`config.mk`:
```
export PLATFORM = sky130hd
export DESIGN_NAME = cbs_ctrl
export DESIGN_NICKNAME = d
export VERILOG_FILES = /design/src/rtl/core/cbs_pkg.sv /design/src/rtl/core/cbs_ctrl.sv
export SDC_FILE = /design/constraint.sdc
export NUM_CORES = 1
export LEC_CHECK = 0
export BUFFER_PORTS_ARGS = -buffer_cell sky130_fd_sc_hd__buf_2
export CAP_MARGIN = 10
export CORE_AREA = 2 2 39 41
export DETAILED_ROUTE_END_ITERATION = 10
export DIE_AREA = 0 0 41 43
export HOLD_SLACK_MARGIN = 0.02
export PLACE_DENSITY = 0.5
export SLEW_MARGIN = 5
export SYNTH_ARGS = -nofsm -noshare
export SYNTH_HDL_FRONTEND = slang
export SYNTH_SLANG_ARGS = --single-unit
```
`constraint.sdc`:
```
create_clock -name clk -period 1 [get_ports clk]
set_clock_uncertainty 0.1 [all_clocks]
set_input_delay 0.05 -clock clk [delete_from_list [all_inputs] [get_ports clk]]
set_output_delay 0.05 -clock clk [all_outputs]
set_load 0.01 [all_outputs]
```
`src/rtl/core/cbs_pkg.sv`:
```
// cubic bezier split: shared types and constants
// no dependencies; used by every module of the block
`default_nettype none

package cbs_pkg;

  // pipeline depth from the input transfer to the output register
  localparam int NUM_STAGES = 6;

  // per-stage load enables, driven by the pipeline control
  typedef struct packed {
    logic mul1;  // first-level products
    logic add1;  // first-level points a, m, c
    logic mul2;  // second-level products
    logic add2;  // second-level points l, r
    logic mul3;  // knot product
    logic outr;  // output register
  } stage_en_t;

endpackage : cbs_pkg

`default_nettype wire

```
`src/rtl/core/cbs_ctrl.sv`:
```
// cubic bezier split: pipeline valid bits and per-stage load enables
// depends on cbs_pkg
`default_nettype none

module cbs_ctrl (
  input  wire logic             clk,
  input  wire logic             rst_n,
  input  wire logic             in_valid,
  output logic                  in_ready,
  output logic                  out_valid,
  input  wire logic             out_ready,
  output cbs_pkg::stage_en_t    en
);

  localparam int NS = cbs_pkg::NUM_STAGES;

  logic [NS-1:0] valid_r;
  logic [NS-1:0] valid_nxt;
  logic [NS-1:0] rdy;

  // a stage loads when it is empty or its content moves on this cycle
  always_comb begin
    rdy[NS-1] = ~valid_r[NS-1] | out_ready;
    for (int k = NS - 2; k >= 0; k--) begin
      rdy[k] = ~valid_r[k] | rdy[k+1];
    end
  end

  always_comb begin
    valid_nxt[0] = rdy[0] ? in_valid : valid_r[0];
    for (int k = 1; k < NS; k++) begin
      valid_nxt[k] = rdy[k] ? valid_r[k-1] : valid_r[k];
    end
  end

  always_ff @(posedge clk) begin
    if (!rst_n) begin
      valid_r <= '0;
    end else begin
      valid_r <= valid_nxt;
    end
  end

  always_comb begin
    in_ready  = rdy[0];
    out_valid = valid_r[NS-1];
    en.mul1   = rdy[0];
    en.add1   = rdy[1];
    en.mul2   = rdy[2];
    en.add2   = rdy[3];
    en.mul3   = rdy[4];
    en.outr   = rdy[5];
  end

endmodule : cbs_ctrl

`default_nettype wire

```
# Yosys cells after proc, flatten, opt, wreduce, memory -nomap -nowiden
# Index checks and enable logic that the tools add are counted.
op_classes:
  bitwise_logic: 12
ops:
  columns: ["operator", "count"]
  rows:
  - ["1-bit inverter", 6]
  - ["1-bit OR", 6]
totals:
  output_inout_bits: 8
  regBits: 6
  input_bits: 4

# Longest topological paths before layout
# Gate-level depths: netlist of the first run.
logic_depth:
  ltp_word: 7
  mapped_depth: 3
  ltp_nobuf: 3

# Worst setup path before layout of the first run
# Ideal clock, no wire load.
synth_path:
  path_kind: "register to output"
  start: "reg valid_r[5]"
  end: "out en[5] (netlist bit)"
  setup_slack_ps: -45
  arrival_ps: 895
  path_stages_with_launch: 4
  required_time_ps: 850
  path_cell_list: "dfxtp_1 nor2b_4 nand3_1 buf_4"
synth_via:
  elab_chain_cells: 7
synth_lines:
  columns: ["item", "line_no", "source"]
  rows:
  - ["start, declared", "cbs_ctrl.sv:17", "logic [NS-1:0] valid_r;"]
  - ["start signal, assigned", "cbs_ctrl.sv:40", "valid_r <= valid_nxt;"]
  - ["1-bit inverter", "cbs_ctrl.sv:23", "rdy[NS-1] = ~valid_r[NS-1] | out_ready;"]
  - ["1-bit OR", "cbs_ctrl.sv:23", null]
  - ["1-bit OR (5 in series)", "cbs_ctrl.sv:25", "rdy[k] = ~valid_r[k] | rdy[k+1];"]
  - ["end, declared", "cbs_ctrl.sv:12", "output cbs_pkg::stage_en_t en"]
# Every way passes these cells.

# Final worst setup path of the first run
layout_path:
  start: "reg valid_r[1]"
  end: "out in_ready"
layout_via:
  elab_chain_cells: 3
layout_lines:
  columns: ["item", "line_no", "source"]
  rows:
  - ["1-bit inverter", "cbs_ctrl.sv:25", null]
  - ["1-bit OR (2 in series)", "cbs_ctrl.sv:25", null]
  - ["end, declared", "cbs_ctrl.sv:9", "output logic in_ready,"]
# Every way passes these cells.

==> results.md, run 1 <==
Status:
- The run finished, with violations left.
- The final reports fail on setup timing.

CTS:
- For this design, the sink count on the clock tree is 6.
- The total CTS buffers is 3.
- TritonCTS built the clock tree.
- For the worst-skew pair, the clock arrives at the later sink with an insertion delay of 250 ps.
- CTS built an H-tree with a depth of 1.
- The maximum buffer depth of the clock tree is 2.
- The root buffer cell chosen for the clock tree is clkbuf_4.
- Clock-pin slew was measured on the worst setup and hold paths at 50 ps.

GRT:
- In the global route stage, met2 resource usage came out at approximately 14%.
- The initial antenna violation count was 0.
- The wire length of the first global-routing pass is around 1100 microns.
- Entering global routing, the biggest net connects 6 pins.
- The met1 routing resource usage after global routing is between 10% and 20%.
- The aggregate global routing overflow is 0.
- The fraction of met3 tracks used by global routing is approximately 2.1%.
- The total routing usage reported by global routing is approximately a tenth.
- The number of global-route vias before repair is roughly 270.
- The peak-usage layer in the global routing report is met2.

Hold path:
- The path class of the tightest hold or removal check is in2reg.

Detailed routing:
- Using the TritonRoute via totals, the vias-per-cell ratio works out to around 4.4.
- The residual antenna-violating net count after detailed routing is 0.
- The pre-antenna-repair detailed-routing pass consisted of 4 iterations.
- Dividing the detail-routed wire length by the instance count gives ~11 microns.
- The post-route DRC violation count is 0.
- In this run, the number of DRC markers left after iteration 0 of detailed routing was 9.
- The count of vias placed by the detailed router is ~290.
- The final layout contains routed wiring with a total length of roughly 730 microns.

Layout:
- The final-layout fill cell count is 142.
- The largest registers in the layout are valid_r: 6 flops.
- The antenna diode instance count is 0.
- The register with the most flip-flops in the layout has 6 of them.
- The synthesis-to-layout area growth is 76.79%.
- The multi-input gate area in the final layout is 161.4 sq um.
- The fraction of layout cells with a size suffix above 1 is about two thirds.
- The area taken by flip-flops and latches is between 100 and 150 sq um.
- The top register by number of flip-flops is valid_r.
- After the last flow step, the layout net total stands at 55.

STA:
- The final count of negative-setup-slack endpoints is 9.
- Subtracting the final worst setup slack from the clock period gives roughly 1200 ps.
- The setup slack after layout is -191.8 ps.
- The hold violation count in the final report is 0.
- The final critical path takes up 119.2% of the cycle.
- The achievable clock frequency is 839.1 MHz.
- In this run the tightest slew margin relative to its limit is just under 90%.
- The count of pins over their slew limit is 0.
- For the pin with the worst max-slew slack, the measured transition is slightly below 200 ps.
- Setup repair after global routing could not meet its margin everywhere.
- The aggregate negative setup slack is -1375 ps.

Place:
- The HPWL after detailed placement is between 400 and 500 microns.
- Port buffering added 11 buffers.
- The congestion estimate from routability-driven global placement came to 0.6867.
- Prior to clock tree synthesis, the placed netlist has a worst setup slack of about 1.6 ps.

Setup path:
- STA puts the critical path data required time at between 800 and 900 ps.
- For the worst setup path, the data arrival time is between 1000 and 1500 ps.
- The critical path is of the reg2out type.
- In this run the worst path has a maximum fanout of 3.
- STA classifies the critical path endpoint as an output pin.
- The category of the worst setup path launch point is a register.

Power:
- The leakage power is ~0.20 nW.
- For this design the ratio of total power to cell area is between 1000 and 1500 nW/um^2.
- The worst IR drop on VDD is about 330 uV.

Synth:
- Of all flip-flops after synthesis, the portion carrying an async set or reset was 0%.
- The top cell type's share of synthesized area is about 43%.
- In this run the cell area of the synthesized design comes to 280.3 sq um.
- The most area-hungry cell type in the Yosys netlist is dfxtp_1.
- Yosys attributes the largest share of cell area to dfxtp_1 (43%), o31ai_2 (8.9%), o21a_1 (8.0%).
- The post-synth net total is 34.
- In the synthesized netlist the dominant register cell turns out to be dfxtp_1.
- The commonest cells after synthesis are dfxtp_1 (6), nand2_1 (4), inv_1 (3), nand3_1 (3), o21a_1 (3).
- By instance count, the leading cell after synthesis is dfxtp_1.
- The total of flip-flops plus latches after synthesis is 6.
- Sequential cells were found to cover between 40% and 50% of the synthesized design area.
- The count of flip-flops with a built-in enable after synthesis is 0.
- The gate count after technology mapping is 30.
- Yosys printed 0 warnings.
- The post-synthesis cell type count is 15.
- After synthesis, the mean cell area works out to about 9.3 sq um.

Floorplanning:
- The floorplan has 14 rows.
- After floorplanning, the core was sized to cover between 1000 and 1500 sq um.
- 12 I/O pins were placed.
- The floorplan step set the die width to a little over 40 microns.
- Measured along the y axis, the die boundary spans about 43 microns.
- The die covers 1763 sq um.
- The starting density of the core is 20.25%.

Run:
- The number of maximum-capacitance violations is 0.
cell type report:
cell class | count | area share [%]
clock buffers | 3 | 4.545
inverters | 4 | 3.030
multi-input cells | 18 | 32.58
flip-flops and latches | 6 | 25.51
well taps | 16 | 4.040
repair buffers | 18 | 30.30
through the flow:
stage / total power, mW / hold slack [ps] / cells / instance area (sq um) / util, %
CTS: 0.5319 / 90.35 / 64 / 456.7 / 33.00
floorplan: 0.2699 / 68.08 / 30 / 286.5 / -
global placement: 0.2813 / 156.0 / 56 / 356.6 / 25.77
finish: 0.5278 / 97.15 / 65 / 495.5 / 35.80
global route: 0.5553 / 110.9 / 65 / 495.5 / 35.80
detailed placement: 0.2811 / 161.0 / 56 / 356.6 / 25.77
critical path: stages, from the launching register on:
cell and delay, ps:
dfxtp_2 340, and4_4 250, nand3_4 80, buf_6 130
power by group:
| part | switching [mW] | internal, mW |
|---|---|---|
| combinational | 0.0189 | 0.0229 |
| clock | 0.0973 | 0.136 |
| sequential | 0.00553 | 0.247 |
routing by layer:
metal | vias to the layer above | share of wire, %
met2 | 8 | 52
met4 | 0 | 3.7
met3 | 3 | 3.7
met5 | - | 0
met1 | 132 | 41
li1 | 143 | -
final timing paths:
path	start	slack, ps	depth (start not counted)	to
min	out_ready	100	3	valid_r[5]
max reg2reg	valid_r[5]	-90	4	valid_r[1]
max	valid_r[1]	-190	3	in_ready
min reg2reg	valid_r[1]	360	2	valid_r[2]
placed cells by master (no fill, tap or decap), types with 2 or more instances in the layout:
| master | instances |
|---|---|
| inv_1 | 2 |
| buf_4 | 3 |
| inv_2 | 2 |
| nand2_1 | 4 |
| dlygate4sd3_1 | 3 |
| buf_6 | 6 |
| o21a_1 | 3 |
| dfxtp_2 | 5 |
| buf_2 | 6 |
| clkbuf_4 | 3 |
what timing repair did:
item,4_1_cts,5_1_grt
hold buffers,3,0
pin swaps,5,4
hold endpoints to repair,5,0
gates resized for setup,10,5
setup endpoints to repair,9,9
setup buffers,2,1
kinds of logic (layout without fill, tap and decap cells):
logic type	count (synthesis)	after routing	synth area share, %
AO/OA/AOI/OAI	6	6	18.75
flip-flops	6	6	42.86
buffers and inverters	6	25	9.819
AND/OR/NAND/NOR	12	12	28.57
Note: power is estimated with default switching activity, not from simulation.
==> run 2, diff against run 1 <==
--- a/config.mk
+++ b/config.mk
@@ -11,7 +11,7 @@
 export DETAILED_ROUTE_END_ITERATION = 10
 export DIE_AREA = 0 0 41 43
 export HOLD_SLACK_MARGIN = 0.02
-export PLACE_DENSITY = 0.5
+export PLACE_DENSITY = 0.51
 export SLEW_MARGIN = 5
 export SYNTH_ARGS = -nofsm -noshare
 export SYNTH_HDL_FRONTEND = slang
==> constraint.sdc (replaced) <==
create_clock -name clk -period 1.03 [get_ports clk]
set_clock_uncertainty 0.1 [all_clocks]
set_input_delay 0.0515 -clock clk [delete_from_list [all_inputs] [get_ports clk]]
set_output_delay 0.0515 -clock clk [all_outputs]
set_load 0.01 [all_outputs]
==> run 2 against run 1 <==
Against the previous run: the run ends with hold timing, setup timing left; final area shrank 7.3%; critical endpoint is now en[3]; sequential share of layout area increased by 2.6 points; worst hold slack worse by 110 ps; first-iteration DRC count decreased by 89%; non-clock buffer count unchanged; clock-buffer cell count unchanged; global-route usage barely moved; utilization is 2.6 points lower; final cell count is the same; setup slack better by 37 ps; critical path type unchanged.
==> results.md, run 2 (synthesis gave the netlist of run 1 again) <==
STA:
- The count of pins over their slew limit came to 0.
- Adding up every negative setup slack in the final design gives -964.2 ps.
- The worst-margin pin slew is 161.9 ps.
- The hold violation count in the final report is 1.
- Of the available clock period, the critical path in the final layout requires 115.1%.
- Subtracting the final worst setup slack from the clock period gives ~1200 ps.
- Final hold analysis gives a worst-case slack of -15.42 ps.
- Setup repair after global routing could not meet its margin everywhere.
- The final count of negative-setup-slack endpoints is 9.
- The achievable clock frequency is around 840 MHz.
- The relative slew slack is just under 90%.
- The setup slack after layout is -155.0 ps.

Power:
- The switching share of total power is 21.87%.
- The overall power of the completed layout is 0.4968 mW.
- In this run the power spent charging and discharging nets is 0.1087 mW.
- In this run the power density over the cells is roughly 1100 nW/um^2.
- The fraction of power consumed by the clock network is between 40% and 50%.
- Combinational logic burns between 6 and 7% of the power.
- Registers are responsible for about half of the overall power.
- The worst-case IR drop observed on VDD is 317.9 uV.
- Internal power comes to between 0.3 and 0.4 mW.
- The leakage power is 0.1891 nW.

Detailed routing:
- The number of DRC violations after detailed-routing iteration 0 is 1.
- In the routed design, unresolved DRC markers number 0.
- Once detail routing completed, the nets flagged for antenna violations numbered 0.
- After detailed routing, the total wire length is roughly 730 microns.
- For this run, the detailed router's first-pass iteration total came to 2.
- The count of vias placed by the detailed router is 272.
- The per-cell routed wire length is roughly 11 microns.
- In the routed layout, each cell is associated on average with a via count of 4.185.

CTS:
- CTS built an H-tree with a depth of 1.
- The clock-pin slew on the worst setup and hold paths is roughly 50 ps.
- TritonCTS built the clock tree.
- The maximum buffer depth of the clock tree is 2.
- The clock reaches the later pin of the worst-skew pair after ~240 ps.
- The TritonCTS sink count is 6.
- The clock tree root buffer cell is clkbuf_4.
- In this run, CTS created clock tree buffers numbering 3.

GRT:
- Entering global routing, the biggest net connects 6 pins.
- The first global-routing pass estimated roughly 1100 microns of wire.
- The fraction of met3 tracks used by global routing is approximately 1.6%.
- The aggregate global routing overflow is 0.
- The peak-usage layer in the global routing report is met2.
- Across every metal layer, demand over resource in global routing totals under 10%.
- Global routing used between 10% and 20% of the available met1 tracks.
- For this run, global-route usage on met2 was measured as between 10 and 15%.
- The initial antenna violation count is 0.
- The number of global-route vias before repair came to ~270.

Layout:
- The library cell used most frequently in the layout, excluding fill and tap cells, is buf_2.
- The register with the most flip-flops in the layout has 6 of them.
- At the end of the flow, the number of nets in the layout was 55.
- The post-route cell area is roughly 460 sq um.
- The top register by number of flip-flops is valid_r.
- Relative to the synthesized area, the layout overhead comes to 63.84%.
- In the final layout, the share of cells above drive strength 1 is 65.31%.
- The library cells used most frequently in the layout, excluding fill and tap cells, are buf_2 (8), nand2_1 (4), buf_6 (4), buf_4 (4), dfxtp_2 (4).
- The largest registers in the layout are valid_r: 6 flops.
- The antenna diode instance count is 0.

Setup path:
- Traced cell by cell, the critical path runs through and3b_2, nand3_2, buf_6.
- The setup slack on the worst flop-to-flop path is -40 ps.
- The type of destination of the critical path is an output pin.
- The category of the worst setup path launch point is a register.
- Of all nets on the critical path, the largest fanout is 5.
- In this design, the stage delay of the slowest critical-path cell is ~360 ps.
- The critical path class is reg2out.
- The kind of cell with the highest combined delay along the critical path is flip-flops.
- For the worst setup path, the data arrival time is 1030 ps.
- The cell at the slowest stage of the critical path is dfxtp_2.
- The terminus of the critical flop-to-flop path is valid_r[4].
- Together, buffers and inverters on the worst path number 1.
- The logic depth of the worst path, buffers included is 3.
- In this run the critical register-to-register path is launched from valid_r[4].
- Counting cells, the worst reg-to-reg path comes to 3.
- STA puts the critical path data required time at 880 ps.

Hold path:
- For hold timing, the worst endpoint is valid_r[0].
- The tightest min-delay check is of the in2reg type.
- The worst hold path begins at rst_n.
- The worst hold path depth is 3.

Floorplanning:
- The top-level port count is 12.
- The vertical die dimension is around 43 microns.
- After floorplanning, the core was sized to cover roughly 1400 sq um.
- The die outline area is about 1800 sq um.
- The row count is 14.
- The horizontal extent of the die is slightly above 40 microns.
- The starting density of the core is around a fifth.

Place:
- The wire-length estimate of the detail-placed layout is between 400 and 500 microns.
- In this run the tool buffered the top-level ports with 11 buffer cells.
- Once placement finished, the instance area stood at roughly 340 sq um.
- The global placer's final weighted congestion is 0.6642.

Run:
- Across the run, the number of max-cap violations was 0.

Status:
- The final reports fail on hold timing, setup timing.
- The flow ran to the end, but the final reports show violations.
-- run 2: cell type report --
| class | count | area, sq um |
|---|---|---|
| Clock buffer | 3 | 22.52 |
| Fill cell | 154 | 924.6 |
| Inverter | 4 | 15.01 |
| Multi-Input combinational cell | 18 | 137.6 |
| Sequential cell | 6 | 128.9 |
| Tap cell | 16 | 20.02 |
| Timing Repair Buffer | 18 | 135.1 |
-- run 2: tightest hold or removal path, cell delays in order --
cell and delay (ps):
buf_2 130, nand2_1 70, o31ai_2 50
-- run 2: metal layers --
layer	vias up	share of wire, %
met3	0	4.0
met5	-	0
met1	120	39
met2	7	57
met4	0	0
li1	145	-
-- run 2: metrics by stage --
stage | cells | setup slack, ps | utilization, %
final | 65 | -155.0 | 33.18
after CTS | 64 | -161.8 | 31.37
after floorplan | 30 | -12.22 | -
after global routing | 65 | -191.8 | 33.18
after global placement | 55 | 44.18 | 24.86
after detailed placement | 55 | 31.01 | 24.86
-- run 2: power by group through the flow --
stage	Combinational, mW	Sequential (mW)	Clock [mW]
after floorplan	0.0145	0.247	0
after global placement	0.0226	0.248	0
after detailed placement	0.0226	0.248	0
after CTS	0.0358	0.243	0.235
after global routing	0.0388	0.241	0.243
final	0.0343	0.241	0.221
-- run 2: timing repair --
item / CTS / global route
endpoints found under the setup margin: 7 / 9
hold endpoints to repair: 5 / 0
resized for setup: 6 / 5
setup buffers: 3 / 2
pin swaps: 4 / 4
hold buffers: 3 / 0
-- run 2: worst max path at each step --
stage                from    end  slack [ps]
4_1_cts        valid_r[3]  en[5]        -160
3_5_place_dp   valid_r[3]  en[5]          30
2_1_floorplan  valid_r[3]  en[5]         -10
5_1_grt        valid_r[4]  en[3]        -190
3_3_place_gp   valid_r[3]  en[5]          40
6_report       valid_r[4]  en[3]        -160
==> run 3, diff against run 2 <==
--- a/config.mk
+++ b/config.mk
@@ -11,7 +11,7 @@
 export DETAILED_ROUTE_END_ITERATION = 10
 export DIE_AREA = 0 0 41 43
 export HOLD_SLACK_MARGIN = 0.02
-export PLACE_DENSITY = 0.51
+export PLACE_DENSITY = 0.53
 export SLEW_MARGIN = 5
 export SYNTH_ARGS = -nofsm -noshare
 export SYNTH_HDL_FRONTEND = slang
==> run 3 against run 2 <==
Against the previous run: the flow finishes with violations (setup timing); total power grew 1.5%; final cell count up 1.5%; worst hold slack improved by 86 ps; register-to-register slack about the same; final area increased by 4.4%; wire length rose by 0.41%; die area stayed put; sequential share of layout area fell by 1.7 points; critical path type unchanged; largest cell class is now non-clock buffers; highest routed layer is now met4.
==> results.md, run 3 (synthesis gave the netlist of run 1 again) <==
Detailed routing:
- The count of vias placed by the detailed router is around 290.
- In this run, the number of DRC markers left after iteration 0 of detailed routing was 2.
- The number of detailed-routing iterations run before antenna repair is 3.
- For this block, the routed nets add up to 730 microns of wire.
- The post-route DRC violation count is 0.
- The ratio of routed vias to standard cells is between 4 and 5.
- Once detail routing completed, the nets flagged for antenna violations numbered 0.
- The per-cell routed wire length is between 10 and 15 microns.

GRT:
- Across every metal layer, demand over resource in global routing totals ~8.6%.
- The number of global-route vias before repair is approximately 280.
- The initial antenna violation count is 0.
- Global routing finished with a remaining overflow of 0.
- The wire length of the first global-routing pass is 1028 microns.
- Entering global routing, the biggest net connects 9 pins.

Setup path:
- Data on the critical path arrives at its endpoint at between 1000 and 1500 ps.
- The most critical setup path has its endpoint at in_ready.
- The critical path class is reg2out.
- STA puts the critical path data required time at 880 ps.
- The startpoint of the most critical setup path is valid_r[3].
- The beginning of the worst register-to-register path is valid_r[5].
- The worst setup path is captured at an output pin.
- STA classifies the critical path startpoint as a register.
- The buffering stage count on the worst path with inverters included is 1.
- The terminus of the critical flop-to-flop path is valid_r[1].
- The cell at the slowest stage of the critical path is dfxtp_2.
- The critical path runs through a total of 3 cells.
- The family of cells with the greatest summed delay on the critical path is flip-flops.
- The biggest fanout along the worst timing path is 4.
- The critical path goes through and4_1, nand3_1, buf_2.
- The setup slack on the worst flop-to-flop path is -40 ps.
- In this design, the stage delay of the slowest critical-path cell is 350 ps.
- The depth of the worst register-to-register path is 4.

STA:
- Setup violations remaining at the end of the flow were counted as 10.
- The relative slew slack is 85.93%.
- Setup repair after global routing could not meet its margin everywhere.
- The final critical path takes up 115.1% of the cycle.
- The achievable clock frequency is roughly 840 MHz.
- The worst path in the final design needs a cycle of 1186 ps, including I/O delays and setup.
- The setup slack after layout is -155.8 ps.
- The count of pins over their slew limit was 0.
- The hold violation count in the final report is 0.
- The aggregate negative setup slack is -968.5 ps.
- For the pin with the worst max-slew slack, the measured transition is around 210 ps.

Layout:
- Ranked by flip-flop count, first place goes to valid_r.
- The largest registers in the layout are valid_r: 6 flops.
- The antenna diode instance count is 0.
- In the layout the commonest cells are buf_2 (7), buf_4 (5), buf_6 (5), dfxtp_2 (5), nand2_1 (4).
- The utilization after layout is between 30 and 40%.
- The commonest non-fill, non-tap cell in the layout is buf_2.
- The number of standard cells in the final layout excluding fillers is 66.
- The number of nets at the end of the flow is 56.
- The fraction of layout cells with a size suffix above 1 is between 60% and 70%.
- The register with the most flip-flops in the layout has 6 of them.
- The synthesis-to-layout area growth is 70.98%.

CTS:
- The count of H-tree levels built during CTS is 1.
- Clock tree synthesis inserted a total of 3 buffers.
- The later pin in the worst-skew pair is clocked with a latency of 240 ps.
- Counting along the longest clock path gives a buffer depth of 2.
- The cell sitting at the root of the clock tree is a clkbuf_4.
- The TritonCTS clock tree is yes.
- After clock tree synthesis, the clock-pin slew on the worst setup and hold paths is roughly 50 ps.
- The TritonCTS sink count is 6.

Place:
- Once detailed placement completed, the half-perimeter wirelength came to 403.1 microns.
- The quantity of I/O buffers inserted on ports is 11.
- The instance count after placement with tap cells included is 55.
- The global placer's final weighted congestion is 0.6257.

Floorplanning:
- The vertical die dimension is about 43 microns.
- The die is ~40 microns wide.
- In this run the count of I/O pins placed on the die edge is 12.
- The die outline area is about 1800 sq um.
- The row count is 14.
- The core footprint is approximately 1400 sq um.
- The starting density of the core is 20.25%.

Status:
- The final reports fail on setup timing.
- The run finished, with violations left.

Power:
- Across the VDD grid, the largest voltage drop is roughly 400 uV.
- The power per unit of standard cell area is approximately 1100 nW/um^2.
- For this design the static power due to leakage is ~0.20 nW.

Hold path:
- The class of the worst hold path is in2reg.

Run:
- The tool flagged a number of max-cap violations equal to 0.
## run 3: area by class of cell
class                   instances  area [sq um]
inverters                       4         15.01
well taps                      16         20.02
clock buffers                   3         22.52
repair buffers                 19         148.9
fillers                       148         904.6
multi-input cells              18         146.4
flip-flops and latches          6         126.4
## run 3: what timing repair did
action | 4_1_cts | 5_1_grt
buffers inserted | 5 | 1
hold endpoints to repair | 5 | 0
gates resized for setup | 8 | 6
setup endpoints to repair | 7 | 10
pin swaps | 7 | 4
hold buffers | 2 | 0
## run 3: power by group
| part | switching, mW | total (mW) | leakage, nW | internal (mW) |
|---|---|---|---|---|
| registers | 0.00437 | 0.244 | 0.0513 | 0.240 |
| clock network | 0.0886 | 0.221 | 0.0138 | 0.132 |
| logic | 0.0183 | 0.0398 | 0.131 | 0.0215 |
| total | 0.111 | 0.504 | 0.197 | 0.393 |
## run 3: worst min path at each step
stage | startpoint | endpoint | slack [ps] | depth (start not counted)
finish | out_ready | valid_r[5] | 70 | 3
global placement | in_valid | valid_r[0] | 160 | 3
detailed placement | in_valid | valid_r[0] | 160 | 3
CTS | out_ready | valid_r[5] | 70 | 3
floorplan | in_valid | valid_r[0] | 70 | 2
global route | out_ready | valid_r[5] | 90 | 3
## run 3: layer usage
layer / part of all wire (%) / GRT usage, %
met1: 36 / 9.003
met2: 58 / 15.31
met3: 4.1 / 0
met4: 1.4 / 6.000
met5: 0 / 0
## run 3: through the flow
step	cell area (sq um)	setup WS, ps	total power [mW]	hold slack, ps
6_report	479.2	-155.8	0.5045	70.38
5_1_grt	479.2	-187.9	0.5199	85.20
4_1_cts	450.4	-138.8	0.5047	68.18
3_5_place_dp	344.1	39.17	0.2707	163.1
3_3_place_gp	344.1	50.88	0.2708	156.3
2_1_floorplan	281.5	-12.22	0.2616	69.58
## run 3: worst reg2reg max path, stage by stage, from the launching register on
cell and delay [ps]:
dfxtp_2 340, nor2b_4 180, inv_2 60, buf_6 120
o31ai_2 190
